--- config.mk ---
export PLATFORM = sky130hd
export DESIGN_NAME = serial_command_frame_parser_flat
export DESIGN_NICKNAME = d
export VERILOG_FILES = /design/src/hdl/scfp_pkg.sv /design/src/hdl/scfp_channels.sv /design/src/hdl/serial_command_frame_parser.sv /design/src/flat_wrapper.sv
export VERILOG_INCLUDE_DIRS = /design/src /design/src/hdl
export SDC_FILE = /design/constraint.sdc
export NUM_CORES = 1
export LEC_CHECK = 0
export BUFFER_PORTS_ARGS = -buffer_cell sky130_fd_sc_hd__clkbuf_2
export CELL_PAD_IN_SITES_DETAIL_PLACEMENT = 1
export CELL_PAD_IN_SITES_GLOBAL_PLACEMENT = 1
export CORE_MARGIN = 8
export CORE_UTILIZATION = 49
export CTS_BUF_LIST = sky130_fd_sc_hd__clkbuf_8
export CTS_CLUSTER_SIZE = 25
export DETAILED_ROUTE_END_ITERATION = 10
export PLACE_DENSITY = 0.84
export SYNTH_ARGS = -nofsm -noshare
export SYNTH_HDL_FRONTEND = slang
export SYNTH_SLANG_ARGS = --single-unit
--- constraint.sdc ---
create_clock -name clk -period 10.9 [get_ports clk]
set_input_delay 0.545 -clock clk [delete_from_list [all_inputs] [get_ports clk]]
set_output_delay 0.545 -clock clk [all_outputs]
set_load 0.03 [all_outputs]
--- src/hdl/serial_command_frame_parser_macros.svh ---
// Assertion helpers shared by the parser RTL.
// Each macro expects clk and arst_n in scope at the point of use.
`ifndef SERIAL_COMMAND_FRAME_PARSER_MACROS_SVH
`define SERIAL_COMMAND_FRAME_PARSER_MACROS_SVH

// Same-cycle implication, checked outside reset.
`define SCFP_ASSERT_SAME(lbl, ante, cons) \
	lbl: assert property (@(posedge clk) disable iff (!arst_n) (ante) |-> (cons)) \
		else $error("scfp assertion failed");

// Next-cycle implication, checked outside reset.
`define SCFP_ASSERT_NEXT(lbl, ante, cons) \
	lbl: assert property (@(posedge clk) disable iff (!arst_n) (ante) |=> (cons)) \
		else $error("scfp assertion failed");

`endif

--- src/hdl/scfp_pkg.sv ---
`timescale 1ns / 1ps
`default_nettype none

package scfp_pkg;

	// Byte values that frame the packet.
	localparam logic [7:0] HDR_A    = 8'h41;
	localparam logic [7:0] HDR_F    = 8'h46;
	localparam logic [7:0] BCAST    = 8'h30;
	localparam logic [7:0] LETTER_P = 8'h50;
	localparam logic [7:0] LETTER_Z = 8'h5A;

	localparam int unsigned CMD_EN_W  = 26;
	localparam int unsigned PADDR_W   = 3;

	// Register select, taken from paddr bit 2 (registers at byte 0 and byte 4).
	localparam logic REG_OWN_ID = 1'b0;
	localparam logic REG_CMD_EN = 1'b1;

	// Parser phases.
	typedef enum logic [3:0] {
		PH_HUNT    = 4'd0,
		PH_HDR_F   = 4'd1,
		PH_TARGET  = 4'd2,
		PH_SOURCE  = 4'd3,
		PH_CMD     = 4'd4,
		PH_OPA     = 4'd5,
		PH_OPB_HI  = 4'd6,
		PH_OPB_LO  = 4'd7,
		PH_TRL_F   = 4'd8,
		PH_TRL_A   = 4'd9
	} phase_t;

	// Command letter A to Z other than P, with its enable bit set.
	function automatic logic letter_enabled(input logic [7:0] letter,
			input logic [CMD_EN_W-1:0] enables);
		logic [7:0] offs;
		logic       ok;
		offs = letter - HDR_A;
		ok = (letter >= HDR_A) && (letter <= LETTER_Z) && (letter != LETTER_P);
		return ok && enables[offs[4:0]];
	endfunction

endpackage

`default_nettype wire

--- src/hdl/scfp_channels.sv ---
`timescale 1ns / 1ps
`default_nettype none

// Channel carrying one received byte per item.
interface scfp_byte_if;
	logic       valid;
	logic       ready;
	logic [7:0] rx_byte;

	modport source (output valid, output rx_byte, input ready);
	modport sink (input valid, input rx_byte, output ready);
endinterface

// Channel carrying one decoded command per item.
interface scfp_cmd_if;
	logic        valid;
	logic        ready;
	logic [7:0]  source_id;
	logic [6:0]  command_letter;
	logic [7:0]  operand_a;
	logic [15:0] operand_b;

	modport source (output valid, output source_id, output command_letter,
		output operand_a, output operand_b, input ready);
	modport sink (input valid, input source_id, input command_letter,
		input operand_a, input operand_b, output ready);
endinterface

`default_nettype wire

--- src/hdl/serial_command_frame_parser.sv ---
// Serial command frame parser.
// The rx channel takes one received byte per item; the cmd channel delivers
// one decoded command (source id, letter, two operands) per valid frame.
// A frame is 'A' 'F' target source letter opA opB_hi opB_lo 'F' 'A'; frames
// for another target (neither own_id nor broadcast '0'), disabled letters,
// the letter P and bad trailers give no item.
// Throughput: one byte per cycle while cmd does not stall. The final
// trailer byte passes through the input register and then the result
// register before its command is offered on cmd.
// Configuration: APB port, own_id at byte address 0, command_enable at 4.
// Write only while the parser is idle; writes apply from the next byte.
// Reset clears the phase to header hunting, both registers to zero and
// empties the pipeline. If cmd stalls, the result register holds its item
// and one further byte is buffered in the input register, after which rx
// ready drops until cmd takes the pending item.
`timescale 1ns / 1ps
`default_nettype none
`include "serial_command_frame_parser_macros.svh"

module serial_command_frame_parser
	import scfp_pkg::*;
(
	input  wire logic               clk,
	input  wire logic               arst_n,
	input  wire logic               psel,
	input  wire logic               penable,
	input  wire logic               pwrite,
	input  wire logic [PADDR_W-1:0] paddr,
	input  wire logic [31:0]        pwdata,
	output logic [31:0]             prdata,
	output logic                    pready,
	scfp_byte_if.sink               rx,
	scfp_cmd_if.source              cmd
);

	logic [7:0]          own_id_q;
	logic [CMD_EN_W-1:0] cmd_en_q;

	logic       valid_s1;
	logic [7:0] byte_s1;
	logic       advance;

	phase_t      phase_q;
	phase_t      phase_nxt;
	logic [7:0]  sender_q;
	logic [7:0]  command_q;
	logic [7:0]  opa_q;
	logic [15:0] opb_q;

	logic ld_sender;
	logic ld_command;
	logic ld_opa;
	logic ld_opb_hi;
	logic ld_opb_lo;
	logic emit;

	logic        out_valid_q;
	logic [7:0]  out_src_q;
	logic [6:0]  out_letter_q;
	logic [7:0]  out_opa_q;
	logic [15:0] out_opb_q;

	// Configuration registers.
	assign pready = 1'b1;

	always_ff @(posedge clk or negedge arst_n) begin
		if (!arst_n) begin
			own_id_q <= '0;
			cmd_en_q <= '0;
		end else if (psel && penable && pwrite) begin
			unique case (paddr[2])
				REG_OWN_ID: own_id_q <= pwdata[7:0];
				REG_CMD_EN: cmd_en_q <= pwdata[CMD_EN_W-1:0];
				default: ;
			endcase
		end
	end

	always_comb begin
		prdata = '0;
		unique case (paddr[2])
			REG_OWN_ID: prdata = {24'd0, own_id_q};
			REG_CMD_EN: prdata = {{(32-CMD_EN_W){1'b0}}, cmd_en_q};
			default: prdata = '0;
		endcase
	end

	// Input register; a byte moves on when the result register can take it.
	assign advance  = valid_s1 && (!out_valid_q || cmd.ready);
	assign rx.ready = !valid_s1 || advance;

	always_ff @(posedge clk or negedge arst_n) begin
		if (!arst_n) begin
			valid_s1 <= 1'b0;
		end else if (rx.ready) begin
			valid_s1 <= rx.valid;
		end
	end

	always_ff @(posedge clk) begin
		if (rx.valid && rx.ready) begin
			byte_s1 <= rx.rx_byte;
		end
	end

	// Next phase of the frame parser.
	always_comb begin
		phase_nxt = PH_HUNT;
		unique case (phase_q)
			PH_HUNT:   phase_nxt = (byte_s1 == HDR_A) ? PH_HDR_F : PH_HUNT;
			PH_HDR_F: begin
				if (byte_s1 == HDR_F) begin
					phase_nxt = PH_TARGET;
				end else if (byte_s1 == HDR_A) begin
					phase_nxt = PH_HDR_F;
				end else begin
					phase_nxt = PH_HUNT;
				end
			end
			PH_TARGET: phase_nxt = (byte_s1 == own_id_q || byte_s1 == BCAST) ?
				PH_SOURCE : PH_HUNT;
			PH_SOURCE: phase_nxt = PH_CMD;
			PH_CMD:    phase_nxt = PH_OPA;
			PH_OPA:    phase_nxt = PH_OPB_HI;
			PH_OPB_HI: phase_nxt = PH_OPB_LO;
			PH_OPB_LO: phase_nxt = PH_TRL_F;
			PH_TRL_F:  phase_nxt = (byte_s1 == HDR_F) ? PH_TRL_A : PH_HUNT;
			PH_TRL_A:  phase_nxt = PH_HUNT;
			default:   phase_nxt = PH_HUNT;
		endcase
	end

	// Field captures and result strobe for the current phase.
	always_comb begin
		ld_sender  = 1'b0;
		ld_command = 1'b0;
		ld_opa     = 1'b0;
		ld_opb_hi  = 1'b0;
		ld_opb_lo  = 1'b0;
		emit       = 1'b0;
		unique case (phase_q)
			PH_SOURCE: ld_sender  = 1'b1;
			PH_CMD:    ld_command = 1'b1;
			PH_OPA:    ld_opa     = 1'b1;
			PH_OPB_HI: ld_opb_hi  = 1'b1;
			PH_OPB_LO: ld_opb_lo  = 1'b1;
			PH_TRL_A:  emit = (byte_s1 == HDR_A) && letter_enabled(command_q, cmd_en_q);
			default: ;
		endcase
	end

	// Parser state.
	always_ff @(posedge clk or negedge arst_n) begin
		if (!arst_n) begin
			phase_q   <= PH_HUNT;
			sender_q  <= 8'hFF;
			command_q <= 8'hFF;
			opa_q     <= 8'hFF;
			opb_q     <= 16'hFFFF;
		end else if (advance) begin
			phase_q <= phase_nxt;
			if (ld_sender) begin
				sender_q <= byte_s1;
			end
			if (ld_command) begin
				command_q <= byte_s1;
			end
			if (ld_opa) begin
				opa_q <= byte_s1;
			end
			if (ld_opb_hi) begin
				opb_q <= {byte_s1, 8'h00};
			end
			if (ld_opb_lo) begin
				opb_q <= {opb_q[15:8], byte_s1};
			end
		end
	end

	// Result register.
	always_ff @(posedge clk or negedge arst_n) begin
		if (!arst_n) begin
			out_valid_q <= 1'b0;
		end else if (advance) begin
			out_valid_q <= emit;
		end else if (cmd.ready) begin
			out_valid_q <= 1'b0;
		end
	end

	always_ff @(posedge clk) begin
		if (advance && emit) begin
			out_src_q    <= sender_q;
			out_letter_q <= command_q[6:0];
			out_opa_q    <= opa_q;
			out_opb_q    <= opb_q;
		end
	end

	assign cmd.valid          = out_valid_q;
	assign cmd.source_id      = out_src_q;
	assign cmd.command_letter = out_letter_q;
	assign cmd.operand_a      = out_opa_q;
	assign cmd.operand_b      = out_opb_q;

	// Checks on the parser.
	`SCFP_ASSERT_SAME(a_emit_on_trailer, advance && emit, phase_q == PH_TRL_A)
	`SCFP_ASSERT_NEXT(a_trailer_to_hunt, advance && phase_q == PH_TRL_A, phase_q == PH_HUNT)
	`SCFP_ASSERT_SAME(a_never_p, out_valid_q, out_letter_q != LETTER_P[6:0])

endmodule

`default_nettype wire

--- src/flat_wrapper.sv ---
// flat-port wrapper written by rule: the top's interface ports become plain ports
module serial_command_frame_parser_flat import scfp_pkg::*;
  (clk, arst_n, psel, penable, pwrite, paddr, pwdata, prdata, pready, rx_valid, rx_rx_byte, rx_ready, cmd_valid, cmd_source_id, cmd_command_letter, cmd_operand_a, cmd_operand_b, cmd_ready);
  scfp_byte_if rx_i ();
  scfp_cmd_if cmd_i ();
  input  wire logic clk;
  input  wire logic arst_n;
  input  wire logic psel;
  input  wire logic penable;
  input  wire logic pwrite;
  input  wire logic [PADDR_W-1:0] paddr;
  input  wire logic [31:0] pwdata;
  output logic [31:0] prdata;
  output logic pready;
  input wire logic [$bits(rx_i.valid)-1:0] rx_valid;
  input wire logic [$bits(rx_i.rx_byte)-1:0] rx_rx_byte;
  output wire logic [$bits(rx_i.ready)-1:0] rx_ready;
  output wire logic [$bits(cmd_i.valid)-1:0] cmd_valid;
  output wire logic [$bits(cmd_i.source_id)-1:0] cmd_source_id;
  output wire logic [$bits(cmd_i.command_letter)-1:0] cmd_command_letter;
  output wire logic [$bits(cmd_i.operand_a)-1:0] cmd_operand_a;
  output wire logic [$bits(cmd_i.operand_b)-1:0] cmd_operand_b;
  input wire logic [$bits(cmd_i.ready)-1:0] cmd_ready;
  assign rx_i.valid = rx_valid;
  assign rx_i.rx_byte = rx_rx_byte;
  assign rx_ready = rx_i.ready;
  assign cmd_valid = cmd_i.valid;
  assign cmd_source_id = cmd_i.source_id;
  assign cmd_command_letter = cmd_i.command_letter;
  assign cmd_operand_a = cmd_i.operand_a;
  assign cmd_operand_b = cmd_i.operand_b;
  assign cmd_i.ready = cmd_ready;
  serial_command_frame_parser u_core (.clk(clk), .arst_n(arst_n), .psel(psel), .penable(penable), .pwrite(pwrite), .paddr(paddr), .pwdata(pwdata), .prdata(prdata), .pready(pready), .rx(rx_i), .cmd(cmd_i));
endmodule
==> results.yml, run 1 <==
power:
  power_w: 0.00163
  leakage_nw: 2.71
  max-vdd-ir-drop_uv: 97.4
  power_density_mw_per_mm2: 250
synth:
  syn-instance-count: 349
  ys_warn_count: 0
  synth_ff_type: "edfxtp_1"
  ys_ff_latch: 127
  synth.top_cell.area_share: 0.260
  syn_area_mm2: 0.00542
  postSynthAreaPerCell_um2: 15.5
  ys_seq_area_frac: 0.639
  synth_edf_count: 47
  synth.distinct_cells: 49
  synth-async-reset-ratio: 0.630
  ys_top_cells_by_area: "edfxtp_1 26%, dfstp_2 19%, dfrtp_1 18%"
  yosys.area.top_type: "edfxtp_1"
critical_path:
  timing.critical_path.buf_inv: 1
  r2r_cells: 6
  worstPathRequired_ps: 10950
  ff2ff_setup_slack_ps: 7420
  crit_arrival_ps: 3530
  path_delay_family: "simple AND/OR/NAND/NOR gates"
  timing.rr.start: "u_core.command_q[0]$_DFFE_PN1P_"
  cpPeakStageDelay_ps: 880
  r2r-end: "u_core.cmd.command_letter[2]$_DFFE_PP_"
  cpMaxStageDelayCell: "nor2_4"
  path_max_fanout: 39
  path_class: "flop to flop"
  cp-start-kind: "flop"
  cp-end-kind: "flop"
  path_cells: "inv_1 > ha_1 > or3b_2 > mux2i_1 > a211oi_2 > nor2_4"
clock_tree:
  clk_pin_slew_ps: 70
  cts.sinks: 127
  numCtsBuffers: 17
  worstSkewPairLatency_ps: 440
  ctsResizeCount: 0
  max-clock-path-buffers: 2
  cts-root-buf: "clkbuf_8"
  postCtsSetupBuffers: 0
  tritoncts: "done"
  htreeDepth: 4
  cts-hold-fix-buffers: 0
sta:
  hold_viol: 0
  slew_headroom: 0.262
  slew_violations: 0
  period_minus_slack_ps: 3480
  setup_viol: 0
  rsz0062_at_grt: "false"
  final.setup.tns_ps: 0
  final.period_utilization: 0.319
  clock_skew_ps: 13.4
  max_freq_mhz: 287
  worstMarginPinSlew_ps: 1110
die:
  die_y_um: 121
  start_util: 0.500
  coreArea_mm2: 0.0108
  die_w_um: 121
  ios: 124
  die_area_mm2: 0.0147
  num_rows: 38
drt:
  wl_per_cell_um: 22.6
  vias: 3312
  firstDrtPassIters: 5
  drtIter0Drc: 178
  post_drt_via_cell_ratio: 5.43
  ant_nets: 0
  totalWireLength_mm: 13.8
  drc: 0
finish:
  fin_nets: 509
  final.fill_count: 1078
  fin_cells: 610
  final_common_cell: "clkbuf_2"
  finish.instance_area_mm2: 0.00650
  syn_to_final_growth_pct: 19.9
  fin_util: 0.600
  final_cell_mix: "107 x clkbuf_2, 74 x mux2_2, 47 x edfxtp_1"
  drive_above_1_share: 0.584
status:
  status: "finished, final reports clean"
placement:
  placed_cells: 577
  placed_area_mm2: 0.00603
  portBuffers: 108
  gp_congestion: 0.786
  dp_hpwl_mm: 9.46
global_routing:
  overflow: 0
  antenna_found_initial: 1
  grt_max_degree: 81
  grt_pass1_vias: 3881
  grtUsageTotal: 0.197
  grt_first_pass_wirelength_mm: 21.7
hold_path:
  hold-path-cell-count: 1
  hp-start: "rx_rx_byte[1]"
  whs_endpoint: "u_core.byte_s1[1]$_DFFE_PP_"
  hold_path_class: "primary input to flop"
job:
  cap_viol_max_count: 0
[worst max-delay path by stage]
stage,from,to,slack (ps),cells past startpoint
2_1_floorplan,u_core.command_q[0]$_DFFE_PN1P_,u_core.cmd.command_letter[0]$_DFFE_PP_,6940,8
3_3_place_gp,u_core.command_q[0]$_DFFE_PN1P_,u_core.cmd.source_id[7]$_DFFE_PP_,7490,6
3_5_place_dp,u_core.command_q[0]$_DFFE_PN1P_,u_core.cmd.operand_b[9]$_DFFE_PP_,7360,6
4_1_cts,u_core.command_q[0]$_DFFE_PN1P_,u_core.cmd.command_letter[2]$_DFFE_PP_,7350,6
5_1_grt,u_core.command_q[0]$_DFFE_PN1P_,u_core.cmd.command_letter[2]$_DFFE_PP_,7170,6
6_report,u_core.command_q[0]$_DFFE_PN1P_,u_core.cmd.command_letter[2]$_DFFE_PP_,7420,6
[flip-flops by register name, indices dropped and copies added (netlist names)]
register	count
u_core.sender_q	8
u_core.cmd.command_letter	7
u_core.command_q	8
u_core.valid_s1	1
u_core.byte_s1	8
u_core.phase_q	4
u_core.opb_q	16
u_core.opa_q	8
u_core.cmd.source_id	8
u_core.cmd.operand_a	8
u_core.cmd_en_q	26
u_core.own_id_q	8
u_core.cmd.valid	1
u_core.cmd.operand_b	16
[metrics by stage]
stage / hold slack [ps] / worst slack (ps)
2_1_floorplan: 249 / 6940
3_3_place_gp: 507 / 7490
3_5_place_dp: 516 / 7360
4_1_cts: 252 / 7350
5_1_grt: 252 / 7170
6_report: 280 / 7420
[cell type report]
| class | instances | area [um2] | share of cell area |
|---|---|---|---|
| sequential | 127 | 3460 | 0.533 |
| multi-input combinational | 196 | 1820 | 0.280 |
| timing repair buffer | 109 | 551 | 0.0846 |
| clock buffer | 19 | 262 | 0.0402 |
| clock inverter | 13 | 210 | 0.0323 |
| tap | 140 | 175 | 0.0269 |
| inverter | 5 | 18.8 | 0.00289 |
| antenna | 1 | 2.50 | 0.000385 |
[power breakdown]
group	switching [W]	internal (W)
combinational	0.000189	0.000190
clock	0.000190	0.000285
sequential	0.000109	0.000663
[kinds of logic (layout without fill, tap and decap cells)]
kind of cell	Yosys count	in the layout	share of synthesized area
AO/OA/AOI/OAI	27	27	0.0367
adder cells (fa/ha/maj)	3	3	0.00692
multiplexers	85	85	0.188
buffers and inverters	31	146	0.0305
other	2	8	0.00138
XOR/XNOR	11	11	0.0178
AND/OR/NAND/NOR	63	63	0.0805
flip-flops	127	127	0.639
[layer usage]
metal / vias to the layer above / share of wire / track usage
li1: 1476 / - / -
met1: 1701 / 0.38 / 0.223
met2: 114 / 0.54 / 0.343
met3: 21 / 0.055 / 0.0507
met4: 0 / 0.019 / 0.0910
met5: - / 0 / 0
[cells in the mapped netlist, drive strengths merged (4+ instances only)]
| library cell | number |
|---|---|
| mux2 | 74 |
| edfxtp | 47 |
| dfrtp | 40 |
| dfstp | 40 |
| and2 | 19 |
| buf | 16 |
| clkbuf | 10 |
| xnor2 | 9 |
| a22o | 8 |
| nor2 | 8 |
| nand4 | 7 |
| a21oi | 6 |
| mux4 | 6 |
| nor3 | 6 |
| inv | 5 |
| mux2i | 5 |
| nand2 | 5 |
| o21ai | 5 |
| nor2b | 4 |
Note: power is estimated with default switching activity, not from simulation.
==> run 2: changes to the inputs <==
Settings changed: ABC_AREA from default to 1, CORE_UTILIZATION 49 to 39, PLACE_DENSITY 0.84 to 0.76.
Clock period 10.9 ns to 2.84 ns, I/O delays scaled along.
==> run 2 against run 1 <==
  * Cell count up 47%
  * Maximum frequency up 41%
  * Setup slack worse by 7000 ps
  * Clock-buffer cell count down 2
  * Register-to-register slack worse by 7000 ps
  * Highest routed layer unchanged
  * Combinational power rose to 4.4 times the previous value
==> results.yml, run 2 <==
synth:
  yosys.area.top_type: "edfxtp_1"
  postSynthAreaPerCell_um2: 10.1
  ys_top_cells_by_area: "edfxtp_1 26%, dfstp_2 19%, dfrtp_1 18%"
  ys_warn_count: 0
  synth_edf_count: 47
  syn-instance-count: 547
  ys_seq_area_frac: 0.629
  syn_area_mm2: 0.00551
  synth.distinct_cells: 31
  yosysMostFrequentCell: "nand2_1"
  synth.top_cell.area_share: 0.256
  ys_ff_latch: 127
  synth-async-reset-ratio: 0.630
  synth_ff_type: "edfxtp_1"
  synthTopCellsByCount: "164 x nand2_1, 64 x inv_1, 47 x edfxtp_1"
placement:
  dp_hpwl_mm: 10.3
  gp_congestion: 0.842
  placed_area_mm2: 0.00625
  portBuffers: 108
  pre_cts_slack_ps: 373
finish:
  final_cell_mix: "164 x nand2_1, 107 x clkbuf_2, 67 x inv_1"
  final_common_cell: "nand2_1"
  fin_nets: 754
  fin_util: 0.506
  diodes: 0
  finish.instance_area_mm2: 0.00700
  syn_to_final_growth_pct: 27.0
  drive_above_1_share: 0.300
  regMostFlops: "u_core.cmd_en_q"
  largest_reg_flops: 26
status:
  status: "finished, final reports clean"
die:
  coreArea_mm2: 0.0138
  die_w_um: 135
  ios: 124
  die_y_um: 135
  start_util: 0.399
  num_rows: 43
  die_area_mm2: 0.0182
clock_tree:
  clk_pin_slew_ps: 70
  cts.sinks: 127
  tritoncts: "done"
  numCtsBuffers: 17
  htreeDepth: 4
  ctsResizeCount: 0
  max-clock-path-buffers: 2
  cts-root-buf: "clkbuf_8"
  worstSkewPairLatency_ps: 440
drt:
  drc: 0
  totalWireLength_mm: 15.1
  wl_per_cell_um: 16.9
  drtIter0Drc: 178
  firstDrtPassIters: 4
  ant_nets: 0
  vias: 4382
  post_drt_via_cell_ratio: 4.90
critical_path:
  ff2ff_setup_slack_ps: 380
  cp-start-kind: "flop"
  path_max_fanout: 39
  cpPeakStageDelay_ps: 580
  cp-end-kind: "flop"
  path_class: "flop to flop"
  timing.critical_path.buf_inv: 3
  cp_common_cell: "nand2_1"
  path_delay_family: "flip-flops"
  crit_arrival_ps: 2590
  worstPathRequired_ps: 2970
  path_cells: "inv_1 > ha_1 > inv_1 > nor2_1 > o211ai_1 > nand2_1 > nand2_1 > nand2_1 > nand2_1 > nor2_4 > buf_12"
  cpMaxStageDelayCell: "dfstp_2"
sta:
  clock_skew_ps: 11.2
  hold_viol: 0
  slew_violations: 0
  final.setup.tns_ps: 0
  worstMarginPinSlew_ps: 1050
  slew_headroom: 0.303
  max_freq_mhz: 406
  setup_viol: 0
  rsz0062_at_grt: "false"
  final.period_utilization: 0.867
  fin_ws_ps: 377
  period_minus_slack_ps: 2460
global_routing:
  grt_first_pass_wirelength_mm: 24.4
  antenna_found_initial: 0
  grtUsageTotal: 0.171
  grt_pass1_vias: 4763
  grt_max_degree: 81
  overflow: 0
hold_path:
  hold_path_class: "primary input to flop"
job:
  cap_viol_max_count: 0
power:
  power_density_mw_per_mm2: 871
  leakage_nw: 3.35
  max-vdd-ir-drop_uv: 438
-- run 2: cell count changes in the layout (fill, tap and decap cells not counted), moves of 7 or more --
cell	delta
a22o_1	-7
and2_1	-19
dlygate4sd3_1	+36
inv_1	+62
mux2_2	-56
nand2_1	+159
nand3_1	+32
nor2_1	+14
o21ai_0	+39
o21ai_2	+8
o22ai_1	+7
-- run 2: routing by layer --
metal	routed length [um]	track usage	part of all wire
met5	0	0	0
met2	7660	0.292	0.51
met4	242	0.0724	0.016
met1	6390	0.198	0.42
met3	787	0.0479	0.052
-- run 2: area by class of cell --
type                    count  area [um2]
multi-input cells         339        1710
inverters                  66         248
fillers                  1564        6830
flip-flops and latches    127        3460
well taps                 180         225
clock inverters            15         156
repair buffers            150         961
clock buffers              17         234
-- run 2: worst paths after layout --
kind / from / endpoint / depth (start not counted)
min in group asynchronous: arst_n / u_core.cmd_en_q[18]$_DFFE_PN0P_ / 2
min reg2reg: u_core.opb_q[14]$_DFFE_PN1P_ / u_core.opb_q[14]$_DFFE_PN1P_ / 2
max in group asynchronous: arst_n / u_core.cmd_en_q[3]$_DFFE_PN0P_ / 2
max reg2reg: u_core.command_q[1]$_DFFE_PN1P_ / u_core.cmd.operand_a[6]$_DFFE_PP_ / 11
min: cmd_ready / u_core.cmd.valid$_DFFE_PN0P_ / 4
max: u_core.command_q[1]$_DFFE_PN1P_ / u_core.cmd.operand_a[6]$_DFFE_PP_ / 11
-- run 2: tightest hold or removal path, delay by kind of cell --
kind,cells,cell delay [ps]
AND/OR/NAND/NOR,2,150
buffers and inverters,2,140
-- run 2: power by group --
part	switching [W]	internal, W
logic	0.00108	0.000599
clock network	0.000691	0.000848
registers	0.000314	0.00256
total	0.00209	0.00401
-- run 2: cells by family (layout without fill, tap and decap cells) --
group / after synthesis / count (layout) / synth area share
AND/OR/NAND/NOR: 239 / 239 / 0.182
flip-flops: 127 / 127 / 0.629
buffers and inverters: 86 / 248 / 0.0658
AO/OA/AOI/OAI: 65 / 65 / 0.0677
multiplexers: 18 / 18 / 0.0368
XOR/XNOR: 7 / 7 / 0.0111
adder cells (fa/ha/maj): 3 / 3 / 0.00681
other: 2 / 7 / 0.00136
-- run 2: timing repair --
action                                 4_1_cts  5_1_grt
buffers inserted                             0        0
hold buffers                                36        0
endpoints found under the hold margin       82        0
-- run 2: metrics by stage --
step | instances | hold WS [ps] | total power (W)
finish | 894 | 27.6 | 0.00609
global route | 894 | 40.0 | 0.00648
CTS | 894 | 6.67 | 0.00613
detailed placement | 826 | 335 | 0.00453
global placement | 826 | 337 | 0.00440
floorplan | 552 | -154 | 0.00399
==> run 3: changes to the inputs <==
Settings changed: PLACE_DENSITY 0.76 to 0.9.
==> run 3 against run 2 <==
  * Critical path depth stayed put
  * Register-to-register slack better by 20 ps
  * Utilization is 0.063 points lower
  * Critical path type unchanged
  * Critical endpoint is now u_core.cmd.operand_b[12]$_DFFE_PP_
  * Largest power group unchanged
==> results.yml, run 3 (same netlist as run 2, synthesis figures left out) <==
drt:
  wl_per_cell_um: 18.0
  totalWireLength_mm: 16.1
  post_drt_via_cell_ratio: 4.92
  firstDrtPassIters: 4
  ant_nets: 0
  drc: 0
  vias: 4404
  drtIter0Drc: 233
global_routing:
  grt_max_degree: 81
  antenna_found_initial: 0
  grtUsageTotal: 0.186
  overflow: 0
  grt_first_pass_wirelength_mm: 26.2
  grt_pass1_vias: 4955
power:
  pwr-share-clk: 0.242
  comb_power_share: 0.278
  p_sw_frac: 0.357
  power_density_mw_per_mm2: 862
  max-vdd-ir-drop_uv: 459
  p_int_w: 0.00387
  power_frac_seq: 0.480
  leakage_nw: 3.34
  switching_power_w: 0.00215
finish:
  fin_nets: 756
  seqCellArea_mm2: 0.00346
  largest_reg_flops: 26
  final_common_cell: "nand2_1"
  drive_above_1_share: 0.302
  final_cell_mix: "164 x nand2_1, 107 x clkbuf_2, 66 x inv_1"
  regMostFlops: "u_core.cmd_en_q"
  syn_to_final_growth_pct: 26.8
  final.fill_count: 1604
  diodes: 0
  multi_input_area_mm2: 0.00171
  fin_util: 0.505
sta:
  rsz0062_at_grt: "false"
  slew_violations: 0
  worstMarginPinSlew_ps: 1010
  period_minus_slack_ps: 2450
  hold_viol: 0
  final.setup.tns_ps: 0
  slew_headroom: 0.326
  setup_viol: 0
  max_freq_mhz: 409
  final.period_utilization: 0.862
  clock_skew_ps: 13.0
critical_path:
  worstPathRequired_ps: 2980
  cp-start-kind: "flop"
  cp-end-kind: "flop"
  path_max_fanout: 39
  path_class: "flop to flop"
  crit_arrival_ps: 2590
job:
  cap_viol_max_count: 0
status:
  status: "finished, final reports clean"
clock_tree:
  worstSkewPairLatency_ps: 450
  max-clock-path-buffers: 2
  numCtsBuffers: 17
  ctsResizeCount: 0
  clk_pin_slew_ps: 80
  cts.sinks: 127
  cts-root-buf: "clkbuf_8"
  tritoncts: "done"
  htreeDepth: 4
placement:
  portBuffers: 108
  dp_hpwl_mm: 10.7
  gp_congestion: 0.833
die:
  num_rows: 43
  coreArea_mm2: 0.0138
  die_y_um: 135
  ios: 124
  die_area_mm2: 0.0182
  die_w_um: 135
  start_util: 0.399
hold_path:
  hold_path_class: "primary input to asynchronous set/reset pin"
==> run 3: final cells by class <==
cell class | instances | area share
repair buffers | 152 | 0.140
flip-flops and latches | 127 | 0.496
clock inverters | 14 | 0.0166
clock buffers | 18 | 0.0354
multi-input cells | 339 | 0.245
inverters | 66 | 0.0354
well taps | 180 | 0.0322
==> run 3: final timing paths <==
kind / startpoint / end / slack (ps) / depth (start not counted)
worst max-delay path: u_core.command_q[1]$_DFFE_PN1P_ / u_core.cmd.operand_b[12]$_DFFE_PP_ / 390 / 11
worst min-delay path: arst_n / u_core.cmd_en_q[23]$_DFFE_PN0P_ / 380 / 2
worst max register to register: u_core.command_q[1]$_DFFE_PN1P_ / u_core.cmd.operand_b[12]$_DFFE_PP_ / 390 / 11
worst min register to register: u_core.opb_q[15]$_DFFE_PN1P_ / u_core.opb_q[15]$_DFFE_PN1P_ / 480 / 2
max in group asynchronous: arst_n / u_core.phase_q[1]$_DFFE_PN0P_ / 1780 / 2
min in group clk: rx_rx_byte[5] / u_core.byte_s1[5]$_DFFE_PP_ / 420 / 2
==> run 3: through the flow <==
stage	setup slack (ps)	hold WS [ps]	std cells	power [W]	area, um2
finish	393	376	896	0.00602	6990
global route	191	393	896	0.00641	6990
floorplan	48.9	-154	552	0.00399	5540
global placement	475	324	827	0.00438	6250
CTS	361	381	896	0.00606	6990
detailed placement	363	324	827	0.00455	6250
==> run 3: per-layer routing <==
metal  up-vias  wire length, um  global-route usage
met4         0              265              0.0636
met1      2177             6360               0.199
met5         -                0                   0
met3        20              986              0.0583
li1       2078                -                   -
met2       129             8500               0.337
==> run 3: repair_timing <==
item,4_1_cts,5_1_grt
buffers inserted,0,0
endpoints found under the hold margin,83,0
hold buffers,37,0
==> run 3: power by group through the flow <==
stage	Combinational [W]	Sequential (W)	Clock, W
after global placement	0.00151	0.00287	0
final	0.00168	0.00289	0.00146
after floorplan	0.00121	0.00278	0
after detailed placement	0.00163	0.00292	0
after CTS	0.00168	0.00289	0.00149
after global routing	0.00190	0.00294	0.00156
==> run 3: worst max-delay path, cell delays in order, from the launching register on <==
cell and delay, ps:
dfstp_2 570, inv_1 70, ha_1 410, inv_1 180
nor2_1 130, o211ai_1 120, nand2_1 100, nand2_1 50
nand2_1 50, nand2_1 80, nor2_4 130, buf_12 220
